--- config.mk ---
export PLATFORM = sky130hd
export DESIGN_NAME = nps_dist
export DESIGN_NICKNAME = d
export VERILOG_FILES = /design/src/nps_pkg.sv /design/src/nps_dist.sv
export SDC_FILE = /design/constraint.sdc
export NUM_CORES = 2
export LEC_CHECK = 0
export BUFFER_PORTS_ARGS = -buffer_cell sky130_fd_sc_hd__buf_4
export CAP_MARGIN = 15
export CORE_MARGIN = 10
export CORE_UTILIZATION = 42
export CTS_BUF_LIST = sky130_fd_sc_hd__clkbuf_16
export CTS_CLUSTER_DIAMETER = 40
export DETAILED_ROUTE_END_ITERATION = 7
export PLACE_DENSITY_LB_ADDON = 0.25
export SLEW_MARGIN = 40
export SYNTH_ARGS = -nofsm -noshare
export SYNTH_HDL_FRONTEND = slang
export SYNTH_SLANG_ARGS = --single-unit
export TNS_END_PERCENT = 10
--- constraint.sdc ---
create_clock -name aclk -period 8.2 [get_ports aclk]
set_input_delay 1.23 -clock aclk [delete_from_list [all_inputs] [get_ports aclk]]
set_output_delay 1.23 -clock aclk [all_outputs]
set_load 0.01 [all_outputs]
--- src/nps_pkg.sv ---
package nps_pkg;

    localparam int COORD_W            = 16;
    localparam int MAG_W              = 16;
    localparam int SQ_W               = 2 * MAG_W;
    localparam int DIST_W             = 34;
    localparam int IDX_OUT_W          = 12;
    localparam int ACTION_W           = 2;
    localparam int DEFAULT_MAX_POINTS = 4096;

    localparam logic [ACTION_W-1:0] ACT_CLEAR = 2'd0;
    localparam logic [ACTION_W-1:0] ACT_LOAD  = 2'd1;
    localparam logic [ACTION_W-1:0] ACT_QUERY = 2'd2;

    // One stored or queried point, x in the lowest bits.
    typedef struct packed {
        logic signed [COORD_W-1:0] z;
        logic signed [COORD_W-1:0] y;
        logic signed [COORD_W-1:0] x;
    } point_t;

    localparam int POINT_W = $bits(point_t);

    // Marks that travel with each point through the distance pipeline.
    typedef struct packed {
        logic vld;
        logic first;
        logic last;
    } tag_t;

endpackage

--- src/nps_dist.sv ---
module nps_dist import nps_pkg::*; #(
    parameter int IDX_W = 12
) (
    input  logic              aclk,
    input  logic              aresetn,
    input  tag_t              in_tag,
    input  logic [IDX_W-1:0]  in_idx,
    input  point_t            in_point,
    input  point_t            query,
    output tag_t              out_tag,
    output logic [IDX_W-1:0]  out_idx,
    output logic [DIST_W-1:0] out_dist
);

    // Magnitude of the difference of two signed coordinates; it always fits 16 bits.
    function automatic logic [MAG_W-1:0] abs_diff(input logic signed [COORD_W-1:0] a,
                                                   input logic signed [COORD_W-1:0] b);
        logic signed [COORD_W:0] d;
        logic        [COORD_W:0] m;
        d = $signed({a[COORD_W-1], a}) - $signed({b[COORD_W-1], b});
        m = d[COORD_W] ? (COORD_W+1)'(-d) : d;
        return m[MAG_W-1:0];
    endfunction

    tag_t              s1_tag_reg, s2_tag_reg, s3_tag_reg;
    logic [IDX_W-1:0]  s1_idx_reg, s2_idx_reg, s3_idx_reg;
    logic [MAG_W-1:0]  mx_reg, my_reg, mz_reg;
    logic [SQ_W-1:0]   sx_reg, sy_reg, sz_reg;
    logic [DIST_W-1:0] sum_reg;

    always_ff @(posedge aclk) begin
        if (!aresetn) begin
            s1_tag_reg <= '0;
            s2_tag_reg <= '0;
            s3_tag_reg <= '0;
        end else begin
            s1_tag_reg <= in_tag;
            s2_tag_reg <= s1_tag_reg;
            s3_tag_reg <= s2_tag_reg;
        end
    end

    always_ff @(posedge aclk) begin
        s1_idx_reg <= in_idx;
        mx_reg     <= abs_diff(query.x, in_point.x);
        my_reg     <= abs_diff(query.y, in_point.y);
        mz_reg     <= abs_diff(query.z, in_point.z);

        s2_idx_reg <= s1_idx_reg;
        sx_reg     <= mx_reg * mx_reg;
        sy_reg     <= my_reg * my_reg;
        sz_reg     <= mz_reg * mz_reg;

        s3_idx_reg <= s2_idx_reg;
        sum_reg    <= DIST_W'(sx_reg) + DIST_W'(sy_reg) + DIST_W'(sz_reg);
    end

    assign out_tag  = s3_tag_reg;
    assign out_idx  = s3_idx_reg;
    assign out_dist = sum_reg;

endmodule

* Yosys cells after proc, flatten, opt, wreduce, memory -nomap -nowiden
Cells that the tools add are included.
** Word-level totals
- Flip-flop bits (word level) :: 223
- Latch bits :: 0
- Word-level logic and storage cells :: 33
- Output and inout port bits :: 49
- Memory bits (read-only) :: 0
- Input bits :: 113
- Memories kept :: 0
- Memory bits (writable) :: 0
** Cells by class
- Equal/unequal tests :: 0
- Bitwise logic cells :: 0
- Reduce and logical (&&, ||, !) cells :: 0
- Add/subtract/negate cells :: 8
- Muxes and demuxes :: 3
- Magnitude comparators :: 0
- Div/mod/pow operators :: 0
- $mul :: 3
- Shift operators :: 0
** Operator list (count)
- multiplier 16 x 16 -> 32 bit :: 3
- subtractor 16 x 16 -> 17 bit :: 3
- two-way mux 16 bit :: 3
- negator 16 bit :: 3
- adder 33 x 32 -> 34 bit :: 1
- adder 32 x 32 -> 33 bit :: 1

* Logic depth before layout (Yosys ltp)
- Word-level depth :: 3
- Mapped depth :: 26
- Depth with buffers taken out :: 24

* Least setup slack after synthesis
OpenSTA, ideal clock, no wires.
- Kind :: flip-flop to flip-flop
- From :: register my_reg[8]
- To :: register sy_reg[28]
- Arrival :: 6.052 ns
- Library setup time :: 0.119 ns
- Cell stages (with the launch flop) :: 26
- Slack :: 2.029 ns
- Cells stage by stage :: dfxtp_1 -> clkbuf_1 -> nand2_1 -> inv_1 -> fa_1 -> inv_1 -> fa_1 -> inv_1 -> fa_1 -> inv_1 -> fa_1 -> inv_1 -> fa_1 -> inv_1 -> fa_1 -> inv_1 -> ha_1 -> and4_1 -> nand3_1 -> or3_1 -> o211ai_1 -> nor3_1 -> o31ai_2 -> a31oi_1 -> or2_2 -> xnor2_1
** Between the ends
- Longest elaborated chain between the ends :: 1
** RTL lines
- start: declaration :: line nps_dist.sv:27 : logic [MAG_W-1:0] mx_reg, my_reg, mz_reg;
- start signal: assignment :: line nps_dist.sv:46 : my_reg <= abs_diff(query.y, in_point.y);
- multiplier 16 x 16 -> 32 bit :: line nps_dist.sv:51 : sy_reg <= my_reg * my_reg;
- end signal: assignment :: line nps_dist.sv:51
- end: declaration :: line nps_dist.sv:28 : logic [SQ_W-1:0] sx_reg, sy_reg, sz_reg;
Every way passes these cells.
A chain may end at the register's enable or synchronous reset.

* Final worst setup path
- From :: register mz_reg[3]
- To :: register sz_reg[30]
** Between the ends
- Longest elaborated chain between the ends :: 1
** RTL lines
- start: declaration :: line nps_dist.sv:27
- start signal: assignment :: line nps_dist.sv:47 : mz_reg <= abs_diff(query.z, in_point.z);
- multiplier 16 x 16 -> 32 bit :: line nps_dist.sv:52 : sz_reg <= mz_reg * mz_reg;
- end signal: assignment :: line nps_dist.sv:52
- end: declaration :: line nps_dist.sv:28
Every way passes these cells.

==> run summary <==
Outcome -> complete, no violations
Pin count of the biggest net entering global routing -> 21
Largest family of logic cells by synthesized area -> adder cells
Die area -> 86,580 um^2
Vias in the first global route -> 23,890
Worst-path fanout max -> 15
Hold Buf Count CTS -> 0
DR vias/cell -> 4.893
Ports -> 162
Final period util -> 0.8539
Top cell by count, worst path -> fa_1
Clk root buf -> clkbuf_16
Pins Over Slew Limit -> 0
Nature of the critical path startpoint -> flip-flop
Final cell count without fillers -> 4,592
Most common cell after layout, fill and taps aside -> inv_1
Core footprint -> 74,450 um^2
Critical path data required time -> 8.66 ns
Netlist cell types -> 78
Clock tree sinks -> 220
Synth Register Bits -> 220
Post-synth EDFFs -> 0
Filler cells -> 7,156
CP max-delay cell -> a2111oi_1
Grt total ovfl -> 0
Placed cells -> 4,506
Synthesized instance count -> 3,435
Critical path cell sequence -> inv_1, nor2_1, ha_1, xor2_1, fa_1, inv_1, fa_1, fa_1, fa_1, inv_1, fa_1, inv_1, ha_1, a21o_1, a21oi_1, o21bai_1, a2111oi_1, o21ai_0, a41oi_1, nor3_1, o22a_1, xor2_1
Max-cap violations -> 0
Syn Area/Cell -> 9.196 um^2
Mapped Area -> 31,590 um^2
Worst EP arrival -> 7.46 ns
Initial antenna violation count -> 0
CTS tree -> done
Wire length per cell -> 15.17 um
Most frequent cells in the layout -> inv_1 (838), fa_1 (521), ha_1 (383)
FP Rows -> 100
Resize count post-CTS -> 0
GPL Wtd Cong -> 0.8577
Critical Path Max Stage Delay -> 0.74 ns
Area growth, synth to finish -> 12.01%
FFs w/ async S/R, synth -> 0
CTS Buffer Depth -> 3
CTS buffer count -> 46
WHS -> 0.3171 ns
Final min period -> 7.002 ns
Die Wd -> 294.2 um
Max reg flops -> 34
Clock slew at reported path FFs -> 0.06 ns
Post-CTS setup buffer count -> 0
FF/Latch Area -> 4404 um^2
Fin nets -> 4,602
Layout cells sized above 1 -> 0.08172
Initial DRC count -> 875
Port Buffer Count -> 161
Synth warn -> 0
Skew final -> 0.02419 ns
All-Layer GR Usage -> 0.1678
RSZ-0062 raised after global routing -> no
Initial Utilization -> 0.4243
Setup-failing EPs final -> 0
Hold EP -> s2_idx_reg[0]
Final antenna-violating net count -> 0
First-pass GRT wire length -> 119,400 um
Nature of the critical path endpoint -> flip-flop
Reg2reg path depth -> 22
R2R Setup Slk -> 1.20 ns
Mux cell area share after synthesis -> 0.002416
Peak Freq -> 0.1428 GHz
Setup_tns -> 0 ns
Relative slew margins -> 0.4471
Post-synthesis simple-gate area fraction -> 0.1146
H-tree levels -> 2
Compound-Gate Fraction of Synth Area -> 0.1000
DPL Wire Length -> 59,060 um
Total number of vias -> 22,470
Reg-to-reg critical path startpoint -> mz_reg[3]
Hold depth -> 0
Sequential area share after synthesis -> 0.1394
Synth Area in XOR/XNOR -> 0.05462
Chip height -> 294.2 um
Footprint of the multi-input gates -> 23,810 um^2
Final Hold Fails -> 0
Drt total wl -> 69,670 um
Synth Area in Adders -> 0.4819
Worst min path class -> reg2reg
Reg-to-reg endpoint -> sz_reg[30]
Worst setup path category -> reg2reg
DRT Pass-1 Iters -> 5
Least-Margin Pin Slew -> 0.8273 ns
Predominant post-synthesis flop cell -> dfxtp_1
Worst-skew pair later-pin latency -> 0.59 ns
Drt drc -> 0
Hold path start -> s1_idx_reg[0]
Yosys cell counts (24+ instances only):
| master | count | area share |
|---|---|---|
| nor2_1 | 115 | 0.014 |
| clkbuf_1 | 66 | 0.0078 |
| a21oi_1 | 133 | 0.021 |
| inv_1 | 834 | 0.099 |
| dfxtp_1 | 220 | 0.14 |
| nand2_1 | 273 | 0.032 |
| xnor2_1 | 137 | 0.038 |
| and2_1 | 145 | 0.029 |
| fa_1 | 521 | 0.33 |
| xor2_1 | 60 | 0.017 |
| ha_1 | 383 | 0.15 |
| a21o_1 | 70 | 0.017 |
| nor3_1 | 32 | 0.0051 |
| o21ai_0 | 79 | 0.013 |
| nor2b_1 | 27 | 0.0053 |
| o21a_1 | 24 | 0.0057 |
| nand3_1 | 32 | 0.0051 |
layout make-up:
type	count	share of cell area
flip-flops and latches	220	0.1245
clock inverters	38	0.01125
clock buffers	47	0.03324
multi-input cells	2317	0.6730
diodes	1	0.00007072
repair buffers	166	0.03522
inverters	834	0.08848
well taps	969	0.03427
per-stage QoR:
step	setup WS, ns	area, um^2	utilization
after floorplan	2.029	31600	-
after global placement	1.335	33810	0.4541
after detailed placement	1.266	33810	0.4541
after CTS	1.225	35380	0.4752
after global routing	0.8064	35380	0.4752
final	1.198	35380	0.4753
worst max-delay path, delay by kind of cell (launching register included):
family | cells | cell delay (ns)
buffers and inverters | 4 | 0.36
AOI/OAI and AO/OA | 7 | 2.05
xor gates and xnor gates | 2 | 0.31
and+or+nand+nor | 2 | 0.30
DFF | 1 | 0.66
adders and majority gates | 7 | 3.17
cells by family (layout without fill, tap and decap cells):
family	count (synthesis)	in the layout
compound gates	470	470
flops	220	220
mux	7	7
fa+ha+maj	904	904
xor+xnor	197	197
buf+inv	900	1085
other cells	1	4
simple gates	736	736
how the worst max path moves through the flow:
stage / slack [ns] / end / cells after the start / start
after floorplan: 2.03 / sy_reg[28] / 25 / my_reg[8]
after global placement: 1.34 / sz_reg[30] / 22 / mz_reg[12]
after detailed placement: 1.27 / sz_reg[30] / 22 / mz_reg[12]
after CTS: 1.23 / sz_reg[30] / 22 / mz_reg[3]
after global routing: 0.81 / sz_reg[30] / 22 / mz_reg[3]
final: 1.20 / sz_reg[30] / 22 / mz_reg[3]
metal layers:
metal | vias to the layer above | global-route usage | routed length, um
li1 | 11040 | - | -
met5 | - | 0 | 0
met4 | 0 | 0.03460 | 1189
met2 | 389 | 0.2855 | 33410
met3 | 89 | 0.02640 | 3230
met1 | 10950 | 0.2224 | 31840
Power is left out: the tool's default activity adds up to more than one toggle a clock period on the data nets, which glitch-free logic cannot reach.
